### src/design/mesfb_pkg.sv
package mesfb_pkg;

    // Field widths of the sample and feedback words.
    localparam int ENC_W    = 13;
    localparam int RPM_W    = 16;
    localparam int SPEED_W  = 24;
    localparam int TURN_W   = 6;
    localparam int ANGLE_W  = 20;
    localparam int SGAIN_W  = 24;
    localparam int AGAIN_W  = 32;
    localparam int CFG_W    = 32;
    localparam int CFG_IDX_W = 1;

    // Configuration register indexes.
    localparam logic [CFG_IDX_W-1:0] CFG_SPEED_GAIN = 1'b0;
    localparam logic [CFG_IDX_W-1:0] CFG_ANGLE_GAIN = 1'b1;

    localparam logic [SGAIN_W-1:0] SGAIN_RST = 24'd48803;
    localparam logic [AGAIN_W-1:0] AGAIN_RST = 32'd57211;

    // Defaults of the top level parameters.
    localparam int TURN_WRAP_DEF      = 18;
    localparam int ENCODER_SPAN_DEF   = 8191;
    localparam int JUMP_THRESHOLD_DEF = 4096;

    // Shared multiplier operand and product widths.
    localparam int MUL_A_W = 34;
    localparam int MUL_B_W = 25;
    localparam int PROD_W  = MUL_A_W + MUL_B_W;
    localparam int ACC_W   = 48;

    // Filter coefficients, Q2.16.
    localparam logic signed [MUL_A_W-1:0] C_NEWER = 34'sd113096;
    localparam logic signed [MUL_A_W-1:0] C_OLDER = -34'sd49542;
    localparam logic signed [MUL_B_W-1:0] C_INPUT = 25'sd1982;

    localparam int SPEED_MAX = 8388607;
    localparam int SPEED_MIN = -8388608;
    localparam int ANGLE_MAX = 524287;
    localparam int ANGLE_MIN = -524288;

    typedef enum logic [8:0] {
        ST_IDLE  = 9'b000000001,
        ST_RPM   = 9'b000000010,
        ST_NEWER = 9'b000000100,
        ST_OLDER = 9'b000001000,
        ST_INPUT = 9'b000010000,
        ST_SPAN  = 9'b000100000,
        ST_OFFS  = 9'b001000000,
        ST_ANGLE = 9'b010000000,
        ST_DONE  = 9'b100000000
    } t_state;

endpackage

### src/design/mesfb_in_if.sv
interface mesfb_in_if import mesfb_pkg::*; ();
    logic                     valid;
    logic                     ready;
    logic [ENC_W-1:0]         encoder_now;
    logic [ENC_W-1:0]         encoder_before;
    logic signed [RPM_W-1:0]  rotor_rpm;

    modport source (output valid, encoder_now, encoder_before, rotor_rpm, input ready);
    modport sink   (input valid, encoder_now, encoder_before, rotor_rpm, output ready);
endinterface

### src/design/mesfb_out_if.sv
interface mesfb_out_if import mesfb_pkg::*; ();
    logic                       valid;
    logic                       ready;
    logic signed [SPEED_W-1:0]  filtered_speed;
    logic signed [TURN_W-1:0]   turn_count;
    logic signed [ANGLE_W-1:0]  output_angle;

    modport source (output valid, filtered_speed, turn_count, output_angle, input ready);
    modport sink   (input valid, filtered_speed, turn_count, output_angle, output ready);
endinterface

### src/design/mesfb_mul.sv
module mesfb_mul import mesfb_pkg::*; (
    input  logic                       i_clk,
    input  logic                       i_en,
    input  logic signed [MUL_A_W-1:0]  i_a,
    input  logic signed [MUL_B_W-1:0]  i_b,
    output logic signed [PROD_W-1:0]   o_prod
);

    logic signed [PROD_W-1:0] r_prod;

    // Signed product, registered before any use.
    always_ff @(posedge i_clk) begin
        if (i_en) begin
            r_prod <= i_a * i_b;
        end
    end

    assign o_prod = r_prod;

endmodule

### src/design/motor_encoder_speed_feedback.sv
// Channel   Dir  Handshake     Word contents
// i_samp    in   valid/ready   encoder_now, encoder_before, rotor_rpm
// o_fb      out  valid/ready   filtered_speed, turn_count, output_angle
// i_cfg_*   in   write enable  register index, 32-bit write data
//
// Each sample word runs through eight sequencer steps from acceptance to a valid
// feedback word, and these steps share the single registered multiplier.
// A new sample is accepted once the sequencer is back in idle, which it enters as the
// result is written, even while that result still waits in the output register.
// Reset is synchronous and active low; it clears the filter history, the turn count,
// both gains to their defaults and all valid flags.
// A stalled output holds the sequencer in its last step until the word is taken.
module motor_encoder_speed_feedback import mesfb_pkg::*; #(
    parameter int TURN_WRAP      = TURN_WRAP_DEF,
    parameter int ENCODER_SPAN   = ENCODER_SPAN_DEF,
    parameter int JUMP_THRESHOLD = JUMP_THRESHOLD_DEF
) (
    input  logic                  i_clk,
    input  logic                  i_rst_n,
    input  logic                  i_cfg_we,
    input  logic [CFG_IDX_W-1:0]  i_cfg_idx,
    input  logic [CFG_W-1:0]      i_cfg_data,
    mesfb_in_if.sink              i_samp,
    mesfb_out_if.source           o_fb
);

    // Sequencer and configuration registers.
    t_state                     r_state, n_state;
    logic [SGAIN_W-1:0]         r_speed_gain;
    logic [AGAIN_W-1:0]         r_angle_gain;

    // Captured sample word.
    logic [ENC_W-1:0]           r_enc_now;
    logic [ENC_W-1:0]           r_enc_before;
    logic signed [RPM_W-1:0]    r_rpm;

    // Filter and turn state.
    logic signed [SPEED_W-1:0]  r_newer;
    logic signed [SPEED_W-1:0]  r_older;
    logic signed [TURN_W-1:0]   r_turns;

    // Working registers.
    logic signed [MUL_A_W-1:0]  r_x;
    logic signed [ACC_W-1:0]    r_acc;
    logic signed [MUL_B_W-1:0]  r_t;

    // Output register. It holds the whole feedback word, so the next sample
    // can run through the filter while this word still waits.
    logic                       r_out_valid;
    logic signed [SPEED_W-1:0]  r_out_speed;
    logic signed [TURN_W-1:0]   r_out_turns;
    logic signed [ANGLE_W-1:0]  r_out_angle;

    // Shared multiplier.
    logic                       mul_en;
    logic signed [MUL_A_W-1:0]  mul_a;
    logic signed [MUL_B_W-1:0]  mul_b;
    logic signed [PROD_W-1:0]   prod;

    logic                       samp_acc;
    logic                       out_free;
    logic signed [17:0]         enc_diff;
    logic signed [17:0]         jump_thr;
    logic signed [TURN_W:0]     turn_step;
    logic signed [TURN_W-1:0]   n_turns;
    logic signed [ACC_W-1:0]    acc_rnd;
    logic signed [SPEED_W-1:0]  fresh;
    logic signed [PROD_W-1:0]   ang_rnd;
    logic signed [ANGLE_W-1:0]  ang_sat;

    mesfb_mul u_mul (
        .i_clk  (i_clk),
        .i_en   (mul_en),
        .i_a    (mul_a),
        .i_b    (mul_b),
        .o_prod (prod)
    );

    assign samp_acc     = i_samp.valid && i_samp.ready;
    assign out_free     = !r_out_valid || o_fb.ready;
    assign i_samp.ready = (r_state == ST_IDLE);

    assign o_fb.valid          = r_out_valid;
    assign o_fb.filtered_speed = r_out_speed;
    assign o_fb.turn_count     = r_out_turns;
    assign o_fb.output_angle   = r_out_angle;

    // Turn counting. A jump of exactly the threshold does not count.
    always_comb begin
        enc_diff  = signed'(18'({1'b0, r_enc_now})) - signed'(18'({1'b0, r_enc_before}));
        jump_thr  = signed'(18'(JUMP_THRESHOLD));
        turn_step = signed'((TURN_W + 1)'(r_turns));
        if (enc_diff > jump_thr) begin
            turn_step = turn_step - signed'((TURN_W + 1)'(1));
        end else if (enc_diff < -jump_thr) begin
            turn_step = turn_step + signed'((TURN_W + 1)'(1));
        end
        if (turn_step == signed'((TURN_W + 1)'(TURN_WRAP))) begin
            n_turns = signed'(TURN_W'(1 - TURN_WRAP));
        end else if (turn_step == signed'((TURN_W + 1)'(-TURN_WRAP))) begin
            n_turns = signed'(TURN_W'(TURN_WRAP - 1));
        end else begin
            n_turns = turn_step[TURN_W-1:0];
        end
    end

    // Round half up from Q.16 to an integer and saturate the filter sum.
    always_comb begin
        acc_rnd = (r_acc + signed'(ACC_W'(32768))) >>> 16;
        if (acc_rnd > signed'(ACC_W'(SPEED_MAX))) begin
            fresh = signed'(SPEED_W'(SPEED_MAX));
        end else if (acc_rnd < signed'(ACC_W'(SPEED_MIN))) begin
            fresh = signed'(SPEED_W'(SPEED_MIN));
        end else begin
            fresh = acc_rnd[SPEED_W-1:0];
        end
    end

    // Round half up from Q.16 to an integer and saturate the angle product.
    always_comb begin
        ang_rnd = (prod + signed'(PROD_W'(32768))) >>> 16;
        if (ang_rnd > signed'(PROD_W'(ANGLE_MAX))) begin
            ang_sat = signed'(ANGLE_W'(ANGLE_MAX));
        end else if (ang_rnd < signed'(PROD_W'(ANGLE_MIN))) begin
            ang_sat = signed'(ANGLE_W'(ANGLE_MIN));
        end else begin
            ang_sat = ang_rnd[ANGLE_W-1:0];
        end
    end

    // Operand selection. Each multiplying step issues one product, which the next step uses.
    always_comb begin
        mul_en = 1'b1;
        mul_a  = '0;
        mul_b  = '0;
        case (r_state)
            ST_RPM: begin
                mul_a = signed'(MUL_A_W'({1'b0, r_speed_gain}));
                mul_b = MUL_B_W'(r_rpm);
            end
            ST_NEWER: begin
                mul_a = C_NEWER;
                mul_b = MUL_B_W'(r_newer);
            end
            ST_OLDER: begin
                mul_a = C_OLDER;
                mul_b = MUL_B_W'(r_older);
            end
            ST_INPUT: begin
                mul_a = r_x;
                mul_b = C_INPUT;
            end
            ST_SPAN: begin
                mul_a = signed'(MUL_A_W'(ENCODER_SPAN));
                mul_b = MUL_B_W'(r_turns);
            end
            ST_ANGLE: begin
                mul_a = signed'(MUL_A_W'({1'b0, r_angle_gain}));
                mul_b = r_t;
            end
            default: begin
                mul_en = 1'b0;
            end
        endcase
    end

    always_comb begin
        n_state = r_state;
        case (r_state)
            ST_IDLE:  if (samp_acc) n_state = ST_RPM;
            ST_RPM:   n_state = ST_NEWER;
            ST_NEWER: n_state = ST_OLDER;
            ST_OLDER: n_state = ST_INPUT;
            ST_INPUT: n_state = ST_SPAN;
            ST_SPAN:  n_state = ST_OFFS;
            ST_OFFS:  n_state = ST_ANGLE;
            ST_ANGLE: n_state = ST_DONE;
            ST_DONE:  if (out_free) n_state = ST_IDLE;
            default:  n_state = ST_IDLE;
        endcase
    end

    // Control state and filter history.
    always_ff @(posedge i_clk) begin
        if (!i_rst_n) begin
            r_state      <= ST_IDLE;
            r_speed_gain <= SGAIN_RST;
            r_angle_gain <= AGAIN_RST;
            r_newer      <= '0;
            r_older      <= '0;
            r_turns      <= '0;
            r_out_valid  <= 1'b0;
        end else begin
            r_state <= n_state;
            if (i_cfg_we) begin
                case (i_cfg_idx)
                    CFG_SPEED_GAIN: r_speed_gain <= i_cfg_data[SGAIN_W-1:0];
                    CFG_ANGLE_GAIN: r_angle_gain <= i_cfg_data[AGAIN_W-1:0];
                    default: ;
                endcase
            end
            if (r_state == ST_RPM) begin
                r_turns <= n_turns;
            end
            if (r_state == ST_OFFS) begin
                r_older <= r_newer;
                r_newer <= fresh;
            end
            if (r_state == ST_DONE && out_free) begin
                r_out_valid <= 1'b1;
            end else if (o_fb.ready) begin
                r_out_valid <= 1'b0;
            end
        end
    end

    // Datapath registers.
    always_ff @(posedge i_clk) begin
        if (samp_acc) begin
            r_enc_now    <= i_samp.encoder_now;
            r_enc_before <= i_samp.encoder_before;
            r_rpm        <= i_samp.rotor_rpm;
        end
        case (r_state)
            ST_NEWER: r_x   <= MUL_A_W'((prod + signed'(PROD_W'(128))) >>> 8);
            ST_OLDER: r_acc <= prod[ACC_W-1:0];
            ST_INPUT: r_acc <= r_acc + prod[ACC_W-1:0];
            ST_SPAN:  r_acc <= r_acc + prod[ACC_W-1:0];
            ST_OFFS:  r_t   <= prod[MUL_B_W-1:0] + signed'(MUL_B_W'({1'b0, r_enc_now}));
            ST_DONE: begin
                if (out_free) begin
                    r_out_speed <= r_newer;
                    r_out_turns <= r_turns;
                    r_out_angle <= ang_sat;
                end
            end
            default: ;
        endcase
    end

    // An accepted sample always starts the sequence.
    a_start: assert property (@(posedge i_clk) disable iff (!i_rst_n)
        samp_acc |=> r_state == ST_RPM)
        else $error("sample accepted but sequence did not start");

    // The turn count always stays strictly inside the wrap limits.
    a_turn_range: assert property (@(posedge i_clk) disable iff (!i_rst_n)
        (r_turns < signed'(TURN_W'(TURN_WRAP))) && (r_turns > signed'(TURN_W'(-TURN_WRAP))))
        else $error("turn count outside wrap range");

    // The filter history shifts by one sample per item.
    a_history: assert property (@(posedge i_clk) disable iff (!i_rst_n)
        r_state == ST_OFFS |=> r_older == $past(r_newer))
        else $error("filter history did not shift");

    // A new feedback word only comes from the last sequence step.
    a_out_src: assert property (@(posedge i_clk) disable iff (!i_rst_n)
        $rose(r_out_valid) |-> $past(r_state) == ST_DONE)
        else $error("feedback word raised outside the last step");

endmodule
### src/flat_wrapper.sv
// flat-port wrapper written by rule: the top's interface ports become plain ports
module motor_encoder_speed_feedback_flat import mesfb_pkg::*;
#(
    parameter int TURN_WRAP      = TURN_WRAP_DEF,
    parameter int ENCODER_SPAN   = ENCODER_SPAN_DEF,
    parameter int JUMP_THRESHOLD = JUMP_THRESHOLD_DEF
)
  (i_clk, i_rst_n, i_cfg_we, i_cfg_idx, i_cfg_data, i_samp_valid, i_samp_encoder_now, i_samp_encoder_before, i_samp_rotor_rpm, i_samp_ready, o_fb_valid, o_fb_filtered_speed, o_fb_turn_count, o_fb_output_angle, o_fb_ready);
  mesfb_in_if i_samp_i ();
  mesfb_out_if o_fb_i ();
  input  logic i_clk;
  input  logic i_rst_n;
  input  logic i_cfg_we;
  input  logic [CFG_IDX_W-1:0] i_cfg_idx;
  input  logic [CFG_W-1:0] i_cfg_data;
  input wire logic [$bits(i_samp_i.valid)-1:0] i_samp_valid;
  input wire logic [$bits(i_samp_i.encoder_now)-1:0] i_samp_encoder_now;
  input wire logic [$bits(i_samp_i.encoder_before)-1:0] i_samp_encoder_before;
  input wire logic [$bits(i_samp_i.rotor_rpm)-1:0] i_samp_rotor_rpm;
  output wire logic [$bits(i_samp_i.ready)-1:0] i_samp_ready;
  output wire logic [$bits(o_fb_i.valid)-1:0] o_fb_valid;
  output wire logic [$bits(o_fb_i.filtered_speed)-1:0] o_fb_filtered_speed;
  output wire logic [$bits(o_fb_i.turn_count)-1:0] o_fb_turn_count;
  output wire logic [$bits(o_fb_i.output_angle)-1:0] o_fb_output_angle;
  input wire logic [$bits(o_fb_i.ready)-1:0] o_fb_ready;
  assign i_samp_i.valid = i_samp_valid;
  assign i_samp_i.encoder_now = i_samp_encoder_now;
  assign i_samp_i.encoder_before = i_samp_encoder_before;
  assign i_samp_i.rotor_rpm = i_samp_rotor_rpm;
  assign i_samp_ready = i_samp_i.ready;
  assign o_fb_valid = o_fb_i.valid;
  assign o_fb_filtered_speed = o_fb_i.filtered_speed;
  assign o_fb_turn_count = o_fb_i.turn_count;
  assign o_fb_output_angle = o_fb_i.output_angle;
  assign o_fb_i.ready = o_fb_ready;
  motor_encoder_speed_feedback #(.TURN_WRAP(TURN_WRAP), .ENCODER_SPAN(ENCODER_SPAN), .JUMP_THRESHOLD(JUMP_THRESHOLD)) u_core (.i_clk(i_clk), .i_rst_n(i_rst_n), .i_cfg_we(i_cfg_we), .i_cfg_idx(i_cfg_idx), .i_cfg_data(i_cfg_data), .i_samp(i_samp_i), .o_fb(o_fb_i));
endmodule
### config.mk
export PLATFORM = sky130hd
export DESIGN_NAME = motor_encoder_speed_feedback_flat
export DESIGN_NICKNAME = d
export VERILOG_FILES = /design/src/design/mesfb_pkg.sv /design/src/design/mesfb_in_if.sv /design/src/design/mesfb_out_if.sv /design/src/design/mesfb_mul.sv /design/src/design/motor_encoder_speed_feedback.sv /design/src/flat_wrapper.sv
export SDC_FILE = /design/constraint.sdc
export NUM_CORES = 2
export LEC_CHECK = 0
export BUFFER_PORTS_ARGS = -buffer_cell sky130_fd_sc_hd__buf_2
export CORE_MARGIN = 2
export CORE_UTILIZATION = 25
export DETAILED_ROUTE_END_ITERATION = 6
export GPL_TIMING_DRIVEN = 0
export HOLD_SLACK_MARGIN = 0.1
export SETUP_SLACK_MARGIN = 0.1
export SKIP_LAST_GASP = 1
export SLEW_MARGIN = 20
export SYNTH_ARGS = -nofsm -noshare
export SYNTH_HDL_FRONTEND = slang
export SYNTH_SLANG_ARGS = --single-unit
### constraint.sdc
create_clock -name i_clk -period 10.22 [get_ports i_clk]
set_input_delay 2.555 -clock i_clk [delete_from_list [all_inputs] [get_ports i_clk]]
set_output_delay 2.555 -clock i_clk [all_outputs]
set_load 0.03 [all_outputs]
==> flow_summary.toml <==
[run_status]
status = "finished with violations"
violations = "DRC"

[synth]
syn_area_per_cell_sq_um = 9.148
synth_ff_type = "edfxtp_1"
yosys_register_bits = 378
syn-cell-area_sq_um = 49200
synth_cell_type_count = 86
synth-async-reset-ratio_pct = 0
synth_cells = 5378
yosysSeqAreaShare_pct = 20.63
synth_fp_nets = 6563
synth_edf_count = 258
synth_warnings = 0

[sta]
finalCritPeriodShare_pct = 97.29
tightest_slew_ps = 1196
hold_violations = 0
max_clock_freq_mhz = 100.6
final.setup.tns_ps = 0
slew_viol_final = 0
rsz0062_at_grt = "false"
setup_viol = 0
slew_headroom_pct = 19.72
min_period_ps = 9943
skew_ps = 41.07

[grt]
antenna_found_initial = 14
gr-total-overflow = 0
grtUsageTotal_pct = 19.09
first_global_vias = 40834
grt_max_degree = 49
grt_pass1_wl_mm = 279.5

[critical_path]
r2r_cells = 32
crit_fanout = 10
cp.required_ps = 10540
r2r_end = "u_core.u_mul.o_prod[44]"
critPathSlowestCell = "clkbuf_1"
cp.arrival_ps = 10270
r2r_start = "u_core.r_state[0]"
endpoint_kind = "flop"
r2r_slack_ps = 280
worst_setup_path_start_kind = "flop"
max_stage_delay_ps = 720
path_common_cell = "fa_1"
worst-setup-path-type = "reg2reg"

[place]
gp_congestion = 0.9982
hpwl_mm = 158.5
io_buffers = 131
dpl_cell_area_sq_um = 53500

[routing]
via_per_inst = 4.826
post_drt_wl_per_cell_um = 22.99
drc_errors = 8
num_vias = 39983
ant_nets = 0
drt_iter0_drc = 4054
drt-pass1-iter-count = 7
routed_wirelength_mm = 190.5

[worst_hold_path]
holdPathStages = 0
hold_class = "reg2reg"
min_to = "u_core.o_fb.turn_count[2]"
hold_start = "u_core.r_turns[2]"

[power]
peakVddDrop_mv = 0.1127
power_mw = 3.735
leakagePower_nw = 25.89
power.density_nw_per_um2 = 66.46

[die]
die-width_um = 447.6
core_sq_um = 195200
io_pins = 132
die_area_sq_um = 200400
fp.dieH_um = 447.6
num_rows = 162
initial_core_util_pct = 25.20

[cts]
cts_tree = "yes"
cts_buffers = 42
clk_latency_ps = 620
clkTransAtPathRegs_ps = 60
root_buffer = "clkbuf_16"
h-tree-depth = 2
cts.sinks = 378
clockBufferDepth = 3

[layout]
final_cell_mix = "inv_1 (1000), fa_1 (864), nand2_1 (809), nor2_1 (533), edfxtp_1 (258)"
nNetsFinal = 6795
fin_area_sq_um = 56200
drive_gt1_share_pct = 10.21
final_common_cell = "inv_1"
nFillCells = 20577
syn_to_final_growth_pct = 14.23

[run]
maxCapViolCount = 0
==> kinds of logic (layout without fill, tap and decap cells) <==
kind of cell	count (synthesis)	in the layout	synth area share, %
simple gates	1772	1772	15.50
buf+inv	1247	1512	9.535
fa+ha+maj	1105	1105	41.35
compound gates	645	645	8.838
flops	378	378	20.63
xor+xnor	221	221	3.934
mux	10	10	0.2162
other cells	0	18	0
==> registers in the layout, indices dropped and copies added (netlist names) <==
register and cells:
u_core.o_fb.valid 1, u_core.r_enc_now 13, u_core.o_fb.turn_count 6, u_core.r_newer 24, u_core.r_older 24, u_core.r_acc 48, u_core.r_turns 6, u_core.u_mul.o_prod 59
u_core.o_fb.filtered_speed 24, u_core.r_t 25, u_core.r_x 34, u_core.r_rpm 16, u_core.r_speed_gain 24, u_core.r_enc_before 13, u_core.o_fb.output_angle 20, u_core.r_angle_gain 32
u_core.r_state 9
==> worst max-delay path by stage <==
| stage | from | to | cells after the start |
|---|---|---|---|
| floorplan | u_core.r_state[0] | u_core.u_mul.o_prod[58] | 34 |
| global placement | u_core.r_state[0] | u_core.u_mul.o_prod[58] | 34 |
| detailed placement | u_core.r_state[2] | u_core.u_mul.o_prod[58] | 33 |
| CTS | u_core.r_state[2] | u_core.u_mul.o_prod[42] | 31 |
| global route | u_core.r_state[0] | u_core.u_mul.o_prod[42] | 34 |
| finish | u_core.r_state[0] | u_core.u_mul.o_prod[44] | 32 |
==> cells in the mapped netlist (all sizes together), types with 6 or more instances <==
master | count | area, sq um
nand2 | 824 | 3093
o21ai | 158 | 798.3
and4 | 6 | 52.55
or2 | 11 | 68.82
a211oi | 9 | 67.56
ha | 237 | 2965
a21o | 55 | 412.9
a221o | 13 | 130.1
and3 | 49 | 309.0
inv | 1003 | 3765
nand3 | 119 | 595.6
o31a | 6 | 52.55
edfxtp | 258 | 7747
nand4 | 32 | 200.2
a221oi | 37 | 324.1
nor2b | 26 | 172.7
buf | 22 | 92.59
nor4 | 10 | 96.35
o21bai | 21 | 161.4
a211o | 10 | 87.58
xnor2 | 135 | 1182
o221a | 22 | 247.7
nand2b | 28 | 182.7
xor2 | 86 | 753.2
nor3 | 40 | 205.2
nor3b | 9 | 67.56
o21a | 14 | 105.1
a21boi | 64 | 480.5
o211ai | 7 | 52.55
a31oi | 24 | 156.4
a22oi | 14 | 105.1
dfxtp | 120 | 2402
and2 | 51 | 319.1
a21oi | 142 | 710.7
or3 | 9 | 56.30
nor2 | 540 | 2034
fa | 868 | 17380
clkbuf | 221 | 829.6
==> where the power goes <==
group	internal (mW)	switching, mW	leakage (nW)
sequential	1.66	0.0286	3.38
combinational	0.135	0.276	21.8
clock	0.944	0.692	0.685
==> worst max-delay path, delay by kind of cell (launching register included) <==
family / cells / cell delay, ps
compound gates: 7 / 1900
xor+xnor: 1 / 180
fa+ha+maj: 8 / 4260
buf+inv: 6 / 1230
flops: 1 / 510
simple gates: 10 / 1510
==> repair_timing <==
item | 4_1_cts | 5_1_grt
pin swaps | 16 | 17
resized for setup | 196 | 212
hold endpoints to repair | 0 | 0
buffers inserted | 30 | 16
setup endpoints to repair | 44 | 21
hold buffers | 0 | 0
==> metrics by stage <==
| stage | hold WS, ps | util, % | cells | setup WS (ps) |
|---|---|---|---|---|
| after global placement | 420.4 | 27.22 | 8133 | -3111 |
| after detailed placement | 420.6 | 27.41 | 8153 | -2342 |
| after global routing | 443.6 | 28.79 | 8281 | 33.31 |
| final | 433.0 | 28.79 | 8285 | 276.8 |
| after floorplan | 406.4 | - | 5378 | 342.6 |
| after CTS | 435.0 | 28.54 | 8257 | 100.7 |
==> layout make-up <==
cell class                 instances  area [sq um]  area share [%]
multi-input combinational       3753         34950           62.19
sequential                       378         10150           18.06
inverter                        1004          3772           6.713
tap                             2624          3283           5.842
timing repair buffer             197          1320           2.349
buffer                           234          1224           2.177
clock buffer                      50          1081           1.924
clock inverter                    27         371.6          0.6612
antenna                           18         45.04         0.08015
==> routing by layer <==
metal | up-vias | global-route usage, % | routed length [um]
met5 | - | 0 | 13
met4 | 2 | 11.24 | 13120
met1 | 20389 | 24.98 | 76930
li1 | 17344 | - | -
met2 | 1840 | 30.08 | 86210
met3 | 408 | 2.610 | 14200
Power figures use the tool's default switching activity.
